--- config.mk ---
export PLATFORM = sky130hd
export DESIGN_NAME = parity_word_link_receiver_unit
export DESIGN_NICKNAME = d
export VERILOG_FILES = /design/src/rtl/pwlr_pkg.sv /design/src/rtl/parity_word_link_receiver_unit.sv /design/src/rtl/pwlr_front.sv /design/src/rtl/pwlr_queue.sv /design/src/rtl/pwlr_back.sv
export SDC_FILE = /design/constraint.sdc
export NUM_CORES = 1
export LEC_CHECK = 0
export BUFFER_PORTS_ARGS = -buffer_cell sky130_fd_sc_hd__buf_4
export CORE_MARGIN = 2
export CORE_UTILIZATION = 50
export DETAILED_ROUTE_END_ITERATION = 7
export HOLD_SLACK_MARGIN = 0.15
export PLACE_DENSITY = 0.68
export SETUP_SLACK_MARGIN = 0.3
export SLEW_MARGIN = 20
export SYNTH_ARGS = -nofsm -noshare
export SYNTH_HDL_FRONTEND = slang
export SYNTH_SLANG_ARGS = --single-unit
--- constraint.sdc ---
create_clock -name clk -period 13.22 [get_ports clk]
set_input_delay 1.322 -clock clk [delete_from_list [all_inputs] [get_ports clk]]
set_output_delay 1.322 -clock clk [all_outputs]
set_load 0.05 [all_outputs]
--- src/rtl/pwlr_pkg.sv ---
// Package for the parity word link receiver: link codes, result record and shared types.
`timescale 1ns / 1ps

package pwlr_pkg;

    // Link words
    localparam logic [15:0] START_WORD   = 16'hCF96;
    localparam logic [15:0] END_WORD     = 16'hAF96;
    localparam logic [15:0] REPLY_START_WORD  = 16'hFC00;
    localparam logic [15:0] REPLY_END_WORD    = 16'hFA00;
    localparam logic [15:0] REPLY_GOOD_WORD   = 16'h9600;
    localparam logic [15:0] REPLY_RESEND_WORD = 16'h9F00;
    localparam logic [6:0]  CHECK_TAG    = 7'h6F;   // word[15:9] of a check word
    localparam logic [7:0]  CHECK_BITS   = 8'h22;
    localparam logic [15:0] END_MARK     = 16'hFFFF;

    // Reset values of the window registers and the frame pointer
    localparam logic [15:0] WINDOW_LOW_RST  = 16'hB800;
    localparam logic [15:0] WINDOW_HIGH_RST = 16'hFBFF;
    localparam logic [15:0] LAST_ADDR_RST   = 16'hFC00;

    // Byte targets, word[13:12]
    typedef enum logic [1:0] {
        TGT_ADDR_HIGH = 2'd0,
        TGT_ADDR_LOW  = 2'd1,
        TGT_DATA_HIGH = 2'd2,
        TGT_DATA_LOW  = 2'd3
    } byte_tgt_t;

    // Configuration register indexes
    typedef enum logic [0:0] {
        CFG_WINDOW_LOW  = 1'b0,
        CFG_WINDOW_HIGH = 1'b1
    } cfg_idx_t;

    // Reply kinds carried through the queue
    typedef enum logic [1:0] {
        REPLY_START  = 2'd0,
        REPLY_GOOD   = 2'd1,
        REPLY_RESEND = 2'd2,
        REPLY_END    = 2'd3
    } reply_code_t;

    typedef struct packed {
        logic [15:0] low;
        logic [15:0] high;
    } window_t;

    typedef struct packed {
        reply_code_t code;
        logic        wr;
        logic [15:0] addr;
        logic [15:0] data;
        logic        done;
    } rec_t;

    typedef struct packed {
        logic full;
        logic empty;
    } qstat_t;

    // Even parity into bit 8, or-ed with any bit already there
    function automatic logic [8:0] parity9(input logic [8:0] n);
        parity9 = {(^n[7:0]) | n[8], n[7:0]};
    endfunction

    function automatic logic [15:0] reply_word_of(input reply_code_t c);
        logic [15:0] w;
        unique case (c)
            REPLY_START:  w = REPLY_START_WORD;
            REPLY_GOOD:   w = REPLY_GOOD_WORD;
            REPLY_RESEND: w = REPLY_RESEND_WORD;
            REPLY_END:    w = REPLY_END_WORD;
            default:      w = REPLY_RESEND_WORD;
        endcase
        reply_word_of = w;
    endfunction

endpackage

--- src/rtl/parity_word_link_receiver_unit.sv ---
// Top level of the parity word link receiver: window registers, front end, queue, result stage.
// A result is offered only after its sample transfer has passed through a queue entry and then
// the output register.
// Throughput: one sample per cycle; sample_ready drops only when the record queue
// (QUEUE_DEPTH entries) is full because results are not being taken.
// Samples that produce no reply never enter the queue.
// Reset: asynchronous active-low rst_n clears the session, byte registers and queue;
// window registers return to 0xB800 and 0xFBFF; no clearing pass is needed.
`timescale 1ns / 1ps

module parity_word_link_receiver_unit #(
    parameter int QUEUE_DEPTH = 4
) (
    input  logic        clk,
    input  logic        rst_n,
    input  logic        cfg_write,
    input  logic [0:0]  cfg_index,
    input  logic [15:0] cfg_data,
    input  logic        sample_valid,
    output logic        sample_ready,
    input  logic [15:0] port_word,
    output logic        result_valid,
    input  logic        result_ready,
    output logic        reply_valid,
    output logic [15:0] reply_word,
    output logic        write_valid,
    output logic [15:0] write_address,
    output logic [15:0] write_data,
    output logic        session_done
);
    import pwlr_pkg::*;

    window_t win_reg;
    qstat_t  qstat;
    logic    push;
    logic    pop;
    rec_t    push_rec;
    rec_t    head_rec;

    // Configuration registers
    always_ff @(posedge clk or negedge rst_n)
    begin
        if (!rst_n)
        begin
            win_reg.low  <= WINDOW_LOW_RST;
            win_reg.high <= WINDOW_HIGH_RST;
        end
        else if (cfg_write)
        begin
            unique case (cfg_idx_t'(cfg_index))
                CFG_WINDOW_LOW:  win_reg.low  <= cfg_data;
                CFG_WINDOW_HIGH: win_reg.high <= cfg_data;
                default:         win_reg.high <= cfg_data;
            endcase
        end
    end

    pwlr_front u_front (
        .clk          (clk),
        .rst_n        (rst_n),
        .sample_valid (sample_valid),
        .sample_ready (sample_ready),
        .port_word    (port_word),
        .win          (win_reg),
        .qstat        (qstat),
        .push         (push),
        .push_rec     (push_rec)
    );

    pwlr_queue #(
        .DEPTH (QUEUE_DEPTH)
    ) u_queue (
        .clk      (clk),
        .rst_n    (rst_n),
        .push     (push),
        .push_rec (push_rec),
        .pop      (pop),
        .head_rec (head_rec),
        .qstat    (qstat)
    );

    pwlr_back u_back (
        .clk           (clk),
        .rst_n         (rst_n),
        .qstat         (qstat),
        .head_rec      (head_rec),
        .pop           (pop),
        .result_valid  (result_valid),
        .result_ready  (result_ready),
        .reply_valid   (reply_valid),
        .reply_word    (reply_word),
        .write_valid   (write_valid),
        .write_address (write_address),
        .write_data    (write_data),
        .session_done  (session_done)
    );

endmodule

--- src/rtl/pwlr_front.sv ---
// Front end: takes port samples, tracks session and byte registers, queues reply records.
`timescale 1ns / 1ps

module pwlr_front (
    input  logic            clk,
    input  logic            rst_n,
    input  logic            sample_valid,
    output logic            sample_ready,
    input  logic [15:0]     port_word,
    input  pwlr_pkg::window_t win,
    input  pwlr_pkg::qstat_t  qstat,
    output logic            push,
    output pwlr_pkg::rec_t  push_rec
);
    import pwlr_pkg::*;

    logic        active_reg, active_next;
    logic [15:0] prev_reg, prev_next;
    logic [7:0]  ah_reg, ah_next;
    logic [7:0]  al_reg, al_next;
    logic [7:0]  dh_reg, dh_next;
    logic [7:0]  dl_reg, dl_next;
    logic [3:0]  mask_reg, mask_next;
    logic [15:0] last_reg, last_next;

    logic        accept;
    logic        is_start, is_end, is_check;
    logic [8:0]  k;
    logic        check_ok;
    logic [15:0] frame_addr;
    logic        in_window;
    logic        byte_ok;
    logic [15:0] span;
    logic [15:0] sweep_end;
    logic [15:0] last_inc;
    logic [3:0]  mask_tmp;

    assign sample_ready = !qstat.full;
    assign accept       = sample_valid && sample_ready;

    // Word classification
    assign is_start = (port_word == START_WORD);
    assign is_end   = (port_word == END_WORD);
    assign is_check = (port_word[15:9] == CHECK_TAG);

    // Check parity source bits and frame address
    assign k = {1'b0, 8'h00} | (9'((ah_reg & CHECK_BITS)) << 3)
             | (9'((al_reg & CHECK_BITS)) << 2)
             | (9'((dh_reg & CHECK_BITS)) << 1)
             | 9'((dl_reg & CHECK_BITS));
    assign check_ok   = (port_word[8:0] == parity9(k)) && (mask_reg == 4'hF);
    assign frame_addr = {ah_reg, al_reg};
    assign in_window  = (frame_addr >= win.low) && (frame_addr <= win.high);
    assign byte_ok    = ((^port_word[7:0]) == port_word[8]);

    // End of the block-wise sweep over the window, modulo 2^16
    assign span      = win.high - win.low;
    assign sweep_end = (win.low <= win.high) ? (win.low + {span[15:8] + 8'd1, 8'h00})
                                             : win.low;
    assign last_inc  = last_reg + 16'd1;

    // Next state and queued record
    always_comb
    begin
        active_next = active_reg;
        prev_next   = prev_reg;
        ah_next     = ah_reg;
        al_next     = al_reg;
        dh_next     = dh_reg;
        dl_next     = dl_reg;
        mask_next   = mask_reg;
        last_next   = last_reg;
        mask_tmp    = mask_reg;
        push        = 1'b0;
        push_rec    = '{code: REPLY_START, wr: 1'b0, addr: 16'h0, data: 16'h0, done: 1'b0};

        if (accept)
        begin
            if (!active_reg)
            begin
                if (is_start)
                begin
                    active_next = 1'b1;
                    prev_next   = port_word;
                    mask_next   = 4'h0;
                    last_next   = sweep_end;
                    push        = 1'b1;
                end
            end
            else if (port_word != prev_reg)
            begin
                prev_next = port_word;
                if (is_start)
                begin
                    push = 1'b1;
                end
                else if (is_end)
                begin
                    last_next     = last_inc;
                    active_next   = 1'b0;
                    push          = 1'b1;
                    push_rec.code = REPLY_END;
                    push_rec.wr   = 1'b1;
                    push_rec.addr = last_inc;
                    push_rec.data = END_MARK;
                    push_rec.done = 1'b1;
                end
                else
                begin
                    if (is_check)
                    begin
                        push = 1'b1;
                        if (check_ok)
                        begin
                            push_rec.code = REPLY_GOOD;
                            last_next     = frame_addr;
                            if (in_window)
                            begin
                                push_rec.wr   = 1'b1;
                                push_rec.addr = frame_addr;
                                push_rec.data = {dh_reg, dl_reg};
                            end
                        end
                        else
                        begin
                            push_rec.code = REPLY_RESEND;
                        end
                        mask_tmp = 4'h0;
                    end
                    // A check word also lands here as an address-low byte
                    if (byte_ok)
                    begin
                        unique case (byte_tgt_t'(port_word[13:12]))
                            TGT_ADDR_HIGH:
                            begin
                                ah_next     = port_word[7:0];
                                mask_tmp[0] = 1'b1;
                            end
                            TGT_ADDR_LOW:
                            begin
                                al_next     = port_word[7:0];
                                mask_tmp[1] = 1'b1;
                            end
                            TGT_DATA_HIGH:
                            begin
                                dh_next     = port_word[7:0];
                                mask_tmp[2] = 1'b1;
                            end
                            TGT_DATA_LOW:
                            begin
                                dl_next     = port_word[7:0];
                                mask_tmp[3] = 1'b1;
                            end
                            default:
                            begin
                                dl_next     = port_word[7:0];
                                mask_tmp[3] = 1'b1;
                            end
                        endcase
                    end
                    mask_next = mask_tmp;
                end
            end
        end
    end

    // State registers
    always_ff @(posedge clk or negedge rst_n)
    begin
        if (!rst_n)
        begin
            active_reg <= 1'b0;
            prev_reg   <= 16'h0;
            ah_reg     <= 8'h0;
            al_reg     <= 8'h0;
            dh_reg     <= 8'h0;
            dl_reg     <= 8'h0;
            mask_reg   <= 4'h0;
            last_reg   <= LAST_ADDR_RST;
        end
        else
        begin
            active_reg <= active_next;
            prev_reg   <= prev_next;
            ah_reg     <= ah_next;
            al_reg     <= al_next;
            dh_reg     <= dh_next;
            dl_reg     <= dl_next;
            mask_reg   <= mask_next;
            last_reg   <= last_next;
        end
    end

`ifndef SYNTH
    // Outside a session only the start word produces a reply
    a_idle_quiet: assert property (@(posedge clk) disable iff (!rst_n)
        (accept && !active_reg && !is_start) |-> !push)
        else $error("reply queued outside a session");

    // The end reply closes the session
    a_end_closes: assert property (@(posedge clk) disable iff (!rst_n)
        (push && push_rec.code == REPLY_END) |=> !active_reg)
        else $error("session still open after end reply");

    // A write is only ever queued with a good or end reply
    a_write_kind: assert property (@(posedge clk) disable iff (!rst_n)
        (push && push_rec.wr) |-> (push_rec.code == REPLY_GOOD || push_rec.code == REPLY_END))
        else $error("write queued with wrong reply");
`endif

endmodule

--- src/rtl/pwlr_queue.sv ---
// Short record queue between the front end and the result stage.
`timescale 1ns / 1ps

module pwlr_queue #(
    parameter int DEPTH = 4
) (
    input  logic             clk,
    input  logic             rst_n,
    input  logic             push,
    input  pwlr_pkg::rec_t   push_rec,
    input  logic             pop,
    output pwlr_pkg::rec_t   head_rec,
    output pwlr_pkg::qstat_t qstat
);
    import pwlr_pkg::*;

    localparam int PTR_W = (DEPTH > 1) ? $clog2(DEPTH) : 1;
    localparam int CNT_W = $clog2(DEPTH + 1);
    localparam logic [PTR_W-1:0] LAST_PTR = PTR_W'(DEPTH - 1);
    localparam logic [CNT_W-1:0] FULL_CNT = CNT_W'(DEPTH);

    rec_t             mem [DEPTH];
    logic [PTR_W-1:0] wr_ptr_reg, wr_ptr_next;
    logic [PTR_W-1:0] rd_ptr_reg, rd_ptr_next;
    logic [CNT_W-1:0] count_reg, count_next;

    assign qstat.full  = (count_reg == FULL_CNT);
    assign qstat.empty = (count_reg == '0);
    assign head_rec    = mem[rd_ptr_reg];

    // Pointer and fill count update
    always_comb
    begin
        wr_ptr_next = wr_ptr_reg;
        rd_ptr_next = rd_ptr_reg;
        count_next  = count_reg;
        if (push)
        begin
            wr_ptr_next = (wr_ptr_reg == LAST_PTR) ? '0 : wr_ptr_reg + 1'b1;
        end
        if (pop)
        begin
            rd_ptr_next = (rd_ptr_reg == LAST_PTR) ? '0 : rd_ptr_reg + 1'b1;
        end
        if (push && !pop)
        begin
            count_next = count_reg + 1'b1;
        end
        else if (pop && !push)
        begin
            count_next = count_reg - 1'b1;
        end
    end

    always_ff @(posedge clk or negedge rst_n)
    begin
        if (!rst_n)
        begin
            wr_ptr_reg <= '0;
            rd_ptr_reg <= '0;
            count_reg  <= '0;
        end
        else
        begin
            wr_ptr_reg <= wr_ptr_next;
            rd_ptr_reg <= rd_ptr_next;
            count_reg  <= count_next;
        end
    end

    // Entry storage
    always_ff @(posedge clk)
    begin
        if (push)
        begin
            mem[wr_ptr_reg] <= push_rec;
        end
    end

`ifndef SYNTH
    a_no_overflow: assert property (@(posedge clk) disable iff (!rst_n)
        push |-> (!qstat.full || pop))
        else $error("queue overflow");

    a_no_underflow: assert property (@(posedge clk) disable iff (!rst_n)
        pop |-> !qstat.empty)
        else $error("queue underflow");
`endif

endmodule

--- src/rtl/pwlr_back.sv ---
// Result stage: pulls records from the queue into the output register and decodes them.
`timescale 1ns / 1ps

module pwlr_back (
    input  logic             clk,
    input  logic             rst_n,
    input  pwlr_pkg::qstat_t qstat,
    input  pwlr_pkg::rec_t   head_rec,
    output logic             pop,
    output logic             result_valid,
    input  logic             result_ready,
    output logic             reply_valid,
    output logic [15:0]      reply_word,
    output logic             write_valid,
    output logic [15:0]      write_address,
    output logic [15:0]      write_data,
    output logic             session_done
);
    import pwlr_pkg::*;

    logic valid_reg;
    rec_t out_reg;

    // Load when the output register is free or being drained this cycle
    assign pop = !qstat.empty && (!valid_reg || result_ready);

    always_ff @(posedge clk or negedge rst_n)
    begin
        if (!rst_n)
        begin
            valid_reg <= 1'b0;
        end
        else if (pop)
        begin
            valid_reg <= 1'b1;
        end
        else if (result_ready)
        begin
            valid_reg <= 1'b0;
        end
    end

    always_ff @(posedge clk)
    begin
        if (pop)
        begin
            out_reg <= head_rec;
        end
    end

    // Output decode
    assign result_valid  = valid_reg;
    assign reply_valid   = 1'b1;
    assign reply_word    = reply_word_of(out_reg.code);
    assign write_valid   = out_reg.wr;
    assign write_address = out_reg.addr;
    assign write_data    = out_reg.data;
    assign session_done  = out_reg.done;

`ifndef SYNTH
    // A held result is not overwritten by a queue pop
    a_hold: assert property (@(posedge clk) disable iff (!rst_n)
        (valid_reg && !result_ready) |-> !pop)
        else $error("pending result overwritten");
`endif

endmodule

; ---- Yosys cells after proc, flatten, opt, wreduce, memory -nomap -nowiden
; Memories as Yosys holds them, arrays and structs flattened. A register that Yosys moved wholly into a read port is not among the register bits.
; Index checks and enable logic that the tools add are counted.
[totals]
register_bits = 109
ram_bits = 144
input_bits = 38
out_inout_bits = 53
wordCells = 135
memories = 1
[classes]
add_sub_neg = 8
n_lt_le_gt_ge = 3
n_eq_ne = 19
muxes = 52
bitwise = 7
n_reduce_logical = 31
[memory_table]
columns = name, words, word_bits, read_ports, rd_clocked_by_memory_dff, write_ports, line_no
row1 = u_queue.mem, 4, 36, 1, 1, 1, pwlr_queue.sv:22  ; rec_t mem [DEPTH];
[op_table]
columns = cell, n
row1 = $mux 16, 11
row2 = $mux 36, 4
row3 = $mux 35, 2
row4 = $mux 33, 2
row5 = $pmux 16 s4, 1
row6 = $eq 16x16->1 const B, 2
row7 = $le 16x16->1, 2
row8 = $mux 4, 7
row9 = $reduce_and 7->1, 4
row10 = $mux 1, 20
row11 = $add 16x1->16 const B, 1
row12 = $add 16x16->16, 1
row13 = $ge 16x16->1, 1
row14 = $ne 16x16->1, 1
row15 = $reduce_xor 8->1, 2
row16 = $sub 16x16->16, 1
row17 = $eq 2x2->1 const B, 6
row18 = $eq 9x9->1, 1
row19 = $or 9x6->9, 1
row20 = $or 9x7->9, 1
row21 = $or 9x8->9, 1
row22 = $add 8x1->8 const B, 1
row23 = $eq 7x7->1 const B, 1
row24 = $logic_and 1x1->1, 6
row25 = other kinds (23), 40

; ---- Longest topological paths before layout
; Gate-level depths: netlist of run 1.
[depth]
word_depth = 14
mapped_depth = 22
mapped_depth_nobuf = 22

; ---- Cells and area by module
; From an unflattened synthesis of run 1, not the netlist that was laid out.
[hier_totals]
hier_cells = 1083
area_unflattened_um2 = 14436.3
[modules_own_cells]
columns = module, instances, cells_per_inst, area_each_um2, seq_area_each_um2
row1 = pwlr_front, 1, 692, 5998.3, 1734.2
row2 = pwlr_queue, 1, 225, 5620.4, 4499.3
row3 = pwlr_back, 1, 97, 1541.5, 1106.1
row4 = parity_word_link_receiver_unit, 1, 69, 1276.2, 824.5

; ---- Worst setup path before layout of run 1
; OpenSTA, ideal clock, no wires.
[synth_timing]
kind = input to register
from = input port port_word[3]
to = memory u_queue.mem[0][0] (netlist name), enable pin
setup_ns = 0.397
arrival_ns = 4.123
required_time_ns = 12.823
setup_slack_ns = 8.700
stages = 9
n_path_buf = 1
path_cell_list = clkbuf_1 -> inv_1 -> ha_1 -> nand4_1 -> nor4b_1 -> nand3_1 -> a21oi_1 -> o21a_1 -> and2_1
[synth_via]
elab_chain_cells = 8
elab_cells_between_ends = 11
cone_classes = 3 x eq/ne / 8 x mux
[synth_lines]
columns = item, line_no
row1 = from (decl), parity_word_link_receiver_unit.sv:21  ; input logic [15:0] port_word,
row2 = $eq 16x16->1, pwlr_front.sv:43  ; assign is_end = (port_word == END_WORD);
row3 = $mux 1, pwlr_front.sv:97  ; else if (is_end)
row4 = $mux 1, pwlr_front.sv:93  ; if (is_start)
row5 = $mux 1, pwlr_front.sv:90  ; else if (port_word != prev_reg)
row6 = $mux 1 *, pwlr_front.sv:79  ; if (!active_reg)
row7 = $mux 1 *, pwlr_front.sv:77  ; if (accept)
row8 = via push, parity_word_link_receiver_unit.sv:35  ; logic push;
row9 = $mux 1 *, pwlr_queue.sv:74  ; if (push)
row10 = $mux 1 (not written as such) *, pwlr_queue.sv:76  ; mem[wr_ptr_reg] <= push_rec;
row11 = to (decl), pwlr_queue.sv:22
; Mark *: on every way through the listed nets, which the timed path passes. The rest lies on a longest branch.

; ---- Worst setup path in the final report of run 1
[layout_timing]
from = register win_reg[5] (netlist name)
to = register u_front.last_reg[15]
[layout_via]
elab_chain_cells = 6
elab_cells_between_ends = 7
cone_classes = 3 x add/sub / 1 x order compare / 3 x mux
[layout_lines]
columns = item, line_no
row1 = from (decl), parity_word_link_receiver_unit.sv:33  ; window_t win_reg;
row2 = $sub 16x16->16, pwlr_front.sv:57  ; assign span = win.high - win.low;
row3 = $add 8x1->8, pwlr_front.sv:58  ; assign sweep_end = (win.low <= win.high) ? (win.low + {span[15:8] + 8'd1, 8'h00})
row4 = $add 16x16->16, pwlr_front.sv:58
row5 = $mux 16 *, pwlr_front.sv:58
row6 = $mux 16 *, pwlr_front.sv:81  ; if (is_start)
row7 = $mux 16 *, pwlr_front.sv:79
row8 = to (signal assigned), pwlr_front.sv:190  ; last_reg <= last_next;
row9 = to (decl), pwlr_front.sv:24  ; logic [15:0] last_reg, last_next;
; Every way passes the cells marked *; elsewhere a longest branch is shown, timed or not. The select of a mux whose other input is x is not followed.
; A chain may end at the register's enable or synchronous reset.

==> run summary, run 1 <==
Setup violations remaining at the end of the flow were counted as 0. In this run, distinct cell masters in the synthesized netlist total 66. At the worst endpoint, the arrival time is 5.25 ns.

The ratio of total power to cell area is 169 nW/um2. The final layout contains routed wiring with a total length of 29600 um. Synthesized instance count: 1058. Summing every instance area after synthesis gives 14300 um2.

For the maximum vdd ir drop, the log shows 95.8 uV. The placement-stage worst setup slack came out at 8.42 ns. The total of buffers placed on input and output ports is 79. Across all setup checks in the final design, the least slack found is 8.47 ns. The share of cells above drive strength 1 works out to 24.6%. The number of primary I/O pins was 91. The antenna diode count is 0, and the overflow left after global routing is 0. After floorplanning, the core was sized to cover 27900 um2.

The run gives 0 ns as the setup TNS. The tree built by TritonCTS fans out to 289 sinks. The most used flip-flop cell after synthesis is edfxtp_1. The minimum clock period was 4.75 ns; the global placer's final weighted congestion was 0.866. The analysis attributes to cell leakage a power of 6.55 nW. The proportion of register bits with asynchronous set or reset after synthesis was 37.7%; the area occupied by registers was 8170 um2.

The tools report the insertion delay of the later-clocked pin in the worst-skew pair as 0.57 ns. Number of global-route vias before repair: 8307. A synthesized cell averages 13.5 um2. The floorplan step defined a die boundary enclosing 29900 um2.

The critical path class is reg -> reg. Share of the cycle needed by the critical path after routing: 35.9%. STA classifies the critical path startpoint as a register.

After detailed placement, the total cell area comes to 15000 um2. The tightest min-delay check is of the reg -> reg type. Summing all multi-input logic gate instances after layout gives 5460 um2. From left edge to right edge, the die measures 173 um. Buffers added to address setup during post-CTS repair amount to 0. The part of the Yosys area used for sequential elements was 57.3%.

The logs give 0.0150 ns for the worst clock skew and 8447 for the overall via count from detail_route. For this run, the number of Yosys warnings is 0. After the last flow step, the layout net total stands at 1221. The worst setup path is captured at a register. The run gives 211 MHz as the achievable frequency.

The logs give 27.6% for the headroom to the max-slew limit and 2269 for the fill cell instance count of the final layout. The number of standard cells in the final layout excluding fillers is 1510, and the placed wire-length estimate is 20600 um. Counting the buffers created by CTS gives 30. The post-synthesis register bit count was 289; the wire length of the first global-routing pass was 46700 um. The maximum fanout along the worst path was 4; the count of maximum capacitance violations was 0.

The detailed router finished its first iteration with 599 violations. Setup repair after global routing left no endpoint under its margin. Global routing used 19.7% of the available tracks. Entering global routing, the biggest net connects 57 pins. The total number of H-tree levels was 1; the clock slew at the register clock pins of the worst setup and hold paths was 0.06 ns.

The routed length per placed instance was 19.6 um; the number of remaining DRC errors was 0. The hold-fix buffer count after cts is 0, and the number of flip-flops in the largest register is 144. The initial antenna violation count was 0; the number of pins with negative max-slew slack in the final report was 0.

The synthesized design contains 180 enable-type register cells. Transition time of the tightest slew-check pin: 1.08 ns. The flow ran to the end, and the final reports show no timing, DRC or antenna violations.

CTS placed an instance of clkbuf_16 at the clock tree root. The cell area after layout was 16000 um2. The area overhead of the layout relative to synthesis works out to 12.1%. The run gives 0 as the number of endpoints with negative hold slack in the final report. TritonCTS built the clock tree.

The clock passes through at most 3 buffers. Including well taps, the total number of placed cells is 1454. The initial cell density of the core is 51.0%. STA puts the critical path data required time at 13.72 ns.

The count of nets left with antenna violations after detail routing is 0. In this run the core area contains 61 standard-cell rows. The number of optimization iterations in the first detailed-route pass is 5, and the quantity of gates resized following cts is 0. In this run the vertical extent of the chip is 173 um. Using the TritonRoute via totals, the vias-per-cell ratio works out to 5.59.
==> cells in the mapped netlist, types with 3 or more instances <==
cell type | number | share of area, %
a2111o_1 | 3 | 0.24
a211oi_1 | 9 | 0.47
a21o_1 | 35 | 1.8
a21oi_1 | 35 | 1.2
a22o_1 | 3 | 0.18
a32o_1 | 6 | 0.42
and2_1 | 8 | 0.35
and3_1 | 3 | 0.13
buf_1 | 6 | 0.16
buf_4 | 44 | 2.3
clkbuf_1 | 31 | 0.82
dfrtp_1 | 84 | 15
dfstp_2 | 25 | 4.6
edfxtp_1 | 180 | 38
ha_1 | 73 | 6.4
inv_1 | 59 | 1.6
mux2_2 | 71 | 5.6
mux2i_1 | 7 | 0.49
mux4_2 | 36 | 5.7
nand2_1 | 56 | 1.5
nand2b_1 | 7 | 0.31
nand3_1 | 14 | 0.49
nand4_1 | 17 | 0.75
nor2_1 | 48 | 1.3
nor2b_1 | 8 | 0.35
nor3_1 | 8 | 0.28
nor4_1 | 10 | 0.44
o211ai_1 | 4 | 0.21
o21a_1 | 7 | 0.37
o21ai_0 | 43 | 1.5
o22ai_1 | 4 | 0.18
o2bb2ai_1 | 7 | 0.43
or3_1 | 3 | 0.13
xnor2_1 | 20 | 1.2
xor2_1 | 41 | 2.5
==> layout by cell type, fill, tap and decap left out, types with 8 or more instances in the layout <==
cell,synthesis,layout
a211oi_1,9,9
a21o_1,35,35
a21oi_1,35,33
and2_1,8,8
buf_4,44,90
clkbuf_1,31,12
clkbuf_16,0,30
conb_1,2,11
dfrtp_1,84,83
dfstp_2,25,25
edfxtp_1,180,180
ha_1,73,73
inv_1,59,59
mux2_2,71,71
mux4_2,36,36
nand2_1,56,56
nand3_1,14,14
nand4_1,17,17
nor2_1,48,48
nor3_1,8,8
nor4_1,10,10
o21ai_0,43,43
xnor2_1,20,20
xor2_1,41,41
==> worst paths after layout <==
path / end / depth (start not counted) / start / slack [ns]
max in group asynchronous: win_reg[30] / 2 / rst_n / 11.21
worst max register to register: u_front.last_reg[15] / 19 / win_reg[5] / 8.47
worst min register to register: u_front.mask_reg[2] / 1 / u_front.mask_reg[2] / 0.48
min in group asynchronous: u_front.prev_reg[10] / 1 / rst_n / 0.81
worst min-delay path: u_front.mask_reg[2] / 1 / u_front.mask_reg[2] / 0.48
worst max-delay path: u_front.last_reg[15] / 19 / win_reg[5] / 8.47
==> power breakdown <==
group | switching, W | leakage, nW | internal [W]
registers | 0.0000539 | 2.93 | 0.00105
logic | 0.000468 | 3.14 | 0.000313
clock network | 0.000342 | 0.479 | 0.000480
total | 0.000864 | 6.55 | 0.00184
==> metal layers <==
| metal | routed length [um] | up-vias | global-route usage, % |
|---|---|---|---|
| met1 | 13700 | 4174 | 29.0 |
| li1 | - | 3963 | - |
| met4 | 618 | 0 | 4.66 |
| met3 | 1630 | 41 | 2.73 |
| met2 | 13600 | 269 | 31.5 |
| met5 | 0 | - | 0 |
==> metrics by stage <==
stage               util (%)  total power (W)  hold WS (ns)
finish                  57.2          0.00271         0.476
global route            57.2          0.00283         0.489
CTS                     57.1          0.00273         0.481
floorplan                  -          0.00176         0.448
detailed placement      53.7          0.00191         0.468
global placement        53.7          0.00190         0.464
==> cell families after synthesis <==
| family | Yosys count | synth area share (%) |
|---|---|---|
| multiplexers | 114 | 11.8 |
| other | 2 | 0.0527 |
| adder cells (fa/ha/maj) | 76 | 6.76 |
| AND/OR/NAND/NOR | 195 | 6.71 |
| buffers and inverters | 141 | 4.87 |
| flip-flops | 289 | 57.3 |
| AO/OA/AOI/OAI | 177 | 8.36 |
| XOR/XNOR | 64 | 4.18 |
==> critical path: stages, from the launching register on <==
cell	delay, ns
dfstp_2	0.54
ha_1	0.25
a211oi_1	0.26
nor3b_1	0.10
or4_1	0.51
and2_1	0.21
ha_1	0.21
xnor2_1	0.21
ha_1	0.28
a21oi_1	0.15
nand2_1	0.10
a21o_1	0.18
a21o_1	0.19
a21o_1	0.17
a21oi_1	0.18
xor2_1	0.37
a2111o_1	0.18
a21oi_1	0.05
a2111o_1	0.39
nand2b_1	0.14
==> final cells by class <==
type,instances,share of cell area [%]
sequential,289,51.1
multi-input combinational,637,34.2
inverter,60,1.41
clock inverter,7,0.532
clock buffer,49,5.58
timing repair buffer,90,4.23
tap,378,2.96
(Power assumes the default switching activity.)
==> run 2, diff against run 1 <==
==> constraint.sdc (replaced) <==
create_clock -name clk -period 4.9 [get_ports clk]
set_input_delay 0.49 -clock clk [delete_from_list [all_inputs] [get_ports clk]]
set_output_delay 0.49 -clock clk [all_outputs]
set_load 0.05 [all_outputs]
==> run 2 against run 1 <==
Compared with the run above:
- first-iteration DRC count fell by 4.2%
- final cell count rose by 1.9%
- clock-buffer cell count fell by 9
- fmax rose by 7.2%
- sequential power rose to 2.7 times the previous value
- critical path type unchanged
- critical endpoint unchanged
==> run summary, run 2 (synthesis gave the netlist of run 1 again) <==
The run gives 226 MHz (was 211 MHz) as the achievable frequency. For the clock share of power, the log shows 32.4% (was 30.4%). The most used routing layer in global routing is met2 (unchanged). Transition time of the tightest slew-check pin: 0.992 ns (was 1.08 ns).

Data arrival time of the critical path: 4.94 ns (was 5.25 ns). The share of cells above drive strength 1 was 26.3% (was 24.6%). The tools report the worst clock skew as 0.0280 ns (was 0.0150 ns). TritonCTS built the clock tree. The floorplan die area is 29900 um2 (unchanged), and the share of the cycle needed by the critical path after routing is 90.4% (was 35.9%). The initial antenna violation count was 0 (unchanged). The fill cell instance count of the final layout is 2274 (was 2269).

The most common library cell in the layout ignoring fill and taps is edfxtp_1 (unchanged). Maximum vdd ir drop: 338 uV (was 95.8 uV). The critical path depth in cells is 19 (unchanged). The tools report the met3 demand-to-capacity share in global routing as 2.79% (was 2.73%).

The placed instance area came out at 15000 um2 (about the same). The logs give 91 (unchanged) for the number of primary I/O pins and 20.0% (was 19.7%) for the total routing usage reported by global routing. Number of cell rows: 61 (unchanged). The die boundary width is 173 um (unchanged). Endpoint of the most critical setup path: u_front.last_reg[15] (unchanged).

The logs give 38.8% (was 40.8%) for the part of the power in registers and 58.6% (was 57.2%) for the fraction of the core area covered by cells at the end of the flow. Detail-routed via count per cell: 5.53 (was 5.59). The cell area after layout came out at 16400 um2 (was 16000 um2). The antenna diode count was 0 (unchanged); the number of design-rule violations left by the first detailed-router iteration was 574 (was 599). The logs give 33.0% (was 31.5%) for the met2 track demand over resource in global routing and 1538 (was 1510) for the number of standard cells in the final layout excluding fillers.

For the number of remaining DRC errors, the log shows 0 (unchanged). Area overhead of the layout relative to synthesis: 14.9% (was 12.1%). The master cell of the clock root buffer was clkbuf_16 (unchanged).

The run gives 0 (unchanged) as the count of nets left with antenna violations after detail routing. The run gives 0 ns (unchanged) as the setup TNS. The kind of cell adding the most delay to the critical path was compound AO/OA/AOI/OAI gates (unchanged).

The tools report the total of endpoints with negative setup slack in the final report as 0 (unchanged). The number of buffers inserted during clock tree synthesis came out at 31 (was 30). The tools report the number of optimization iterations in the first detailed-route pass as 5 (unchanged). The worst hold slack came out at 0.168 ns (was 0.476 ns). For the post-placement cell count, the log shows 1461 (was 1454). The total number of H-tree levels is 1 (unchanged), and the minimum clock period is 4.43 ns (was 4.75 ns). The worst-path cell with the longest stage delay was dfstp_2 (unchanged).

In this design, the critical path's most frequently occurring cell is a21o_1. Critical path required time: 5.41 ns (was 13.72 ns). The number of endpoints with negative hold slack in the final report was 0 (unchanged); the total of buffers placed on input and output ports was 79 (unchanged). Crit-path cells: ha_1, a211oi_1, nor3b_1, or4_4, and2_4, ha_2, xnor2_2, ha_1, a21oi_2, nand2_1, a21o_1, a21o_1, a21o_1, a21oi_2, xor2_2, buf_4, and3_1, a2111o_1, nand2b_4 (was ha_1, a211oi_1, nor3b_1, or4_1, and2_1, ha_1, xnor2_1, ha_1, a21oi_1, nand2_1, a21o_1, a21o_1, a21o_1, a21oi_1, xor2_1, a2111o_1, a21oi_1, a2111o_1, nand2b_1). Highest-count cells in the layout ignoring fill and taps: edfxtp_1 (180), buf_4 (99), dfrtp_1 (83) (was edfxtp_1 (180), buf_4 (90), dfrtp_1 (83)).

The tools report the source of the critical timing path as win_reg[5] (unchanged). For the number of global-route vias before repair, the log shows 8474 (was 8307). The critical path class was reg -> reg (unchanged). The tools report the insertion delay of the later-clocked pin in the worst-skew pair as 0.58 ns (was 0.57 ns).

The run gives 27.8% (was 29.0%) as the global routing usage on met1. The ratio of total power to cell area works out to 468 nW/um2 (was 169 nW/um2). The startpoint type of the worst setup path was a register (unchanged). The die span in y was 173 um (unchanged). Internal portion of total power: 0.00526 W (was 0.00184 W). The depth of the most critical reg-to-reg path was 19 (unchanged); the wire length reported by the detailed router was 29700 um (was 29600 um).

The routed length per placed instance was 19.3 um (was 19.6 um). The number of buffers on the longest clock path came out at 3 (unchanged). The run gives 0.877 (was 0.866) as the global placer's final weighted congestion. The headroom to the max-slew limit was 33.3% (was 27.6%). The clock slew at the register clock pins of the worst setup and hold paths was 0.06 ns (about the same). Initial cell density of the core: 51.0% (unchanged). For the overall via count from detail_route, the log shows 8503 (was 8447).

The overflow left after global routing is 0 (unchanged), and the placed wire-length estimate is 20100 um (was 20600 um). The number of sinks on the clock net is 289 (unchanged). The run gives 6.73 nW (was 6.55 nW) as the leakage dissipation. The logs give 0.00241 W (was 0.000864 W) for the net switching power and 0.47 ns (was 8.47 ns) for the register-to-register setup slack. The maximum cell stage delay along the critical path was 0.54 ns (about the same).

The number of pins with negative max-slew slack in the final report was 0 (unchanged); the count of maximum capacitance violations was 0 (unchanged). The sum of buffers and inverters on the critical path works out to 1 (was 0). The maximum fanout along the worst path came out at 3 (was 4).

Worst min-delay path class: in -> reg (was reg -> reg). The flow ran to the end, and the final reports show no timing, DRC or antenna violations. The critical register-to-register path endpoint was u_front.last_reg[15] (unchanged). The area inside the core boundary was 27900 um2 (unchanged). Setup repair after global routing left no endpoint under its margin.

The reg-to-reg startpoint was win_reg[5] (unchanged). The number of nets in the layout is 1248 (was 1221). The net switching fraction of the power came out at 31.4% (was 31.9%).

Sort of element at the end of the critical path: a register (unchanged). The number of flip-flops in the largest register was 144 (unchanged); the combinational cell fraction of total power was 28.7% (was 28.9%). The wire length of the first global-routing pass was 47100 um (was 46700 um).

Largest net degree at the start of global routing: 71 (was 57).
[run 2: routing by layer]
| layer | wire [um] | up-vias |
|---|---|---|
| li1 | - | 4027 |
| met5 | 0 | - |
| met3 | 1420 | 48 |
| met2 | 14000 | 231 |
| met4 | 862 | 0 |
| met1 | 13500 | 4197 |
[run 2: worst min-delay path by stage]
stage / start / endpoint / cells past startpoint
floorplan: rst_n / u_back.result_valid / 0
global placement: u_front.mask_reg[0] / u_front.mask_reg[0] / 1
detailed placement: u_front.mask_reg[3] / u_front.mask_reg[3] / 1
CTS: cfg_data[15] / win_reg[15] / 2
global route: cfg_data[15] / win_reg[15] / 2
finish: cfg_data[15] / win_reg[15] / 2
[run 2: timing repair]
action,in CTS,in global routing
pin swaps,1,9
hold buffers,17,0
buffers inserted,1,1
resized for setup,0,12
hold endpoints to repair,89,0
setup endpoints to repair,1,1
[run 2: final cells by class]
class                   instances  area, um2  share of cell area, %
clock buffers                  40        840                   5.12
clock inverters                18        264                   1.61
inverters                      60        225                   1.37
multi-input cells             637       5500                   33.6
flip-flops and latches        289       8170                   49.8
well taps                     378        473                   2.89
repair buffers                116        913                   5.58
[run 2: power by group through the flow]
stage / clock, W / combinational, W / sequential (W)
detailed placement: 0 / 0.00214 / 0.00303
floorplan: 0 / 0.00177 / 0.00297
CTS: 0.00253 / 0.00217 / 0.00298
global placement: 0 / 0.00210 / 0.00302
global route: 0.00263 / 0.00236 / 0.00301
finish: 0.00249 / 0.00220 / 0.00298
[run 2: through the flow]
step	worst slack, ns	power [W]
after floorplan	0.642	0.00474
after global placement	0.422	0.00512
after detailed placement	0.281	0.00517
after CTS	0.315	0.00768
after global routing	0.285	0.00800
final	0.471	0.00766
[run 2: worst reg2reg max path, stage by stage, from the launching register on]
cell and delay (ns):
dfstp_2 0.54, ha_1 0.25, a211oi_1 0.25, nor3b_1 0.11, or4_4 0.50, and2_4 0.18, ha_2 0.19, xnor2_2 0.14
ha_1 0.33, a21oi_2 0.12, nand2_1 0.08, a21o_1 0.18, a21o_1 0.17, a21o_1 0.19, a21oi_2 0.17, xor2_2 0.10
buf_4 0.15, and3_1 0.17, a2111o_1 0.36, nand2b_4 0.15
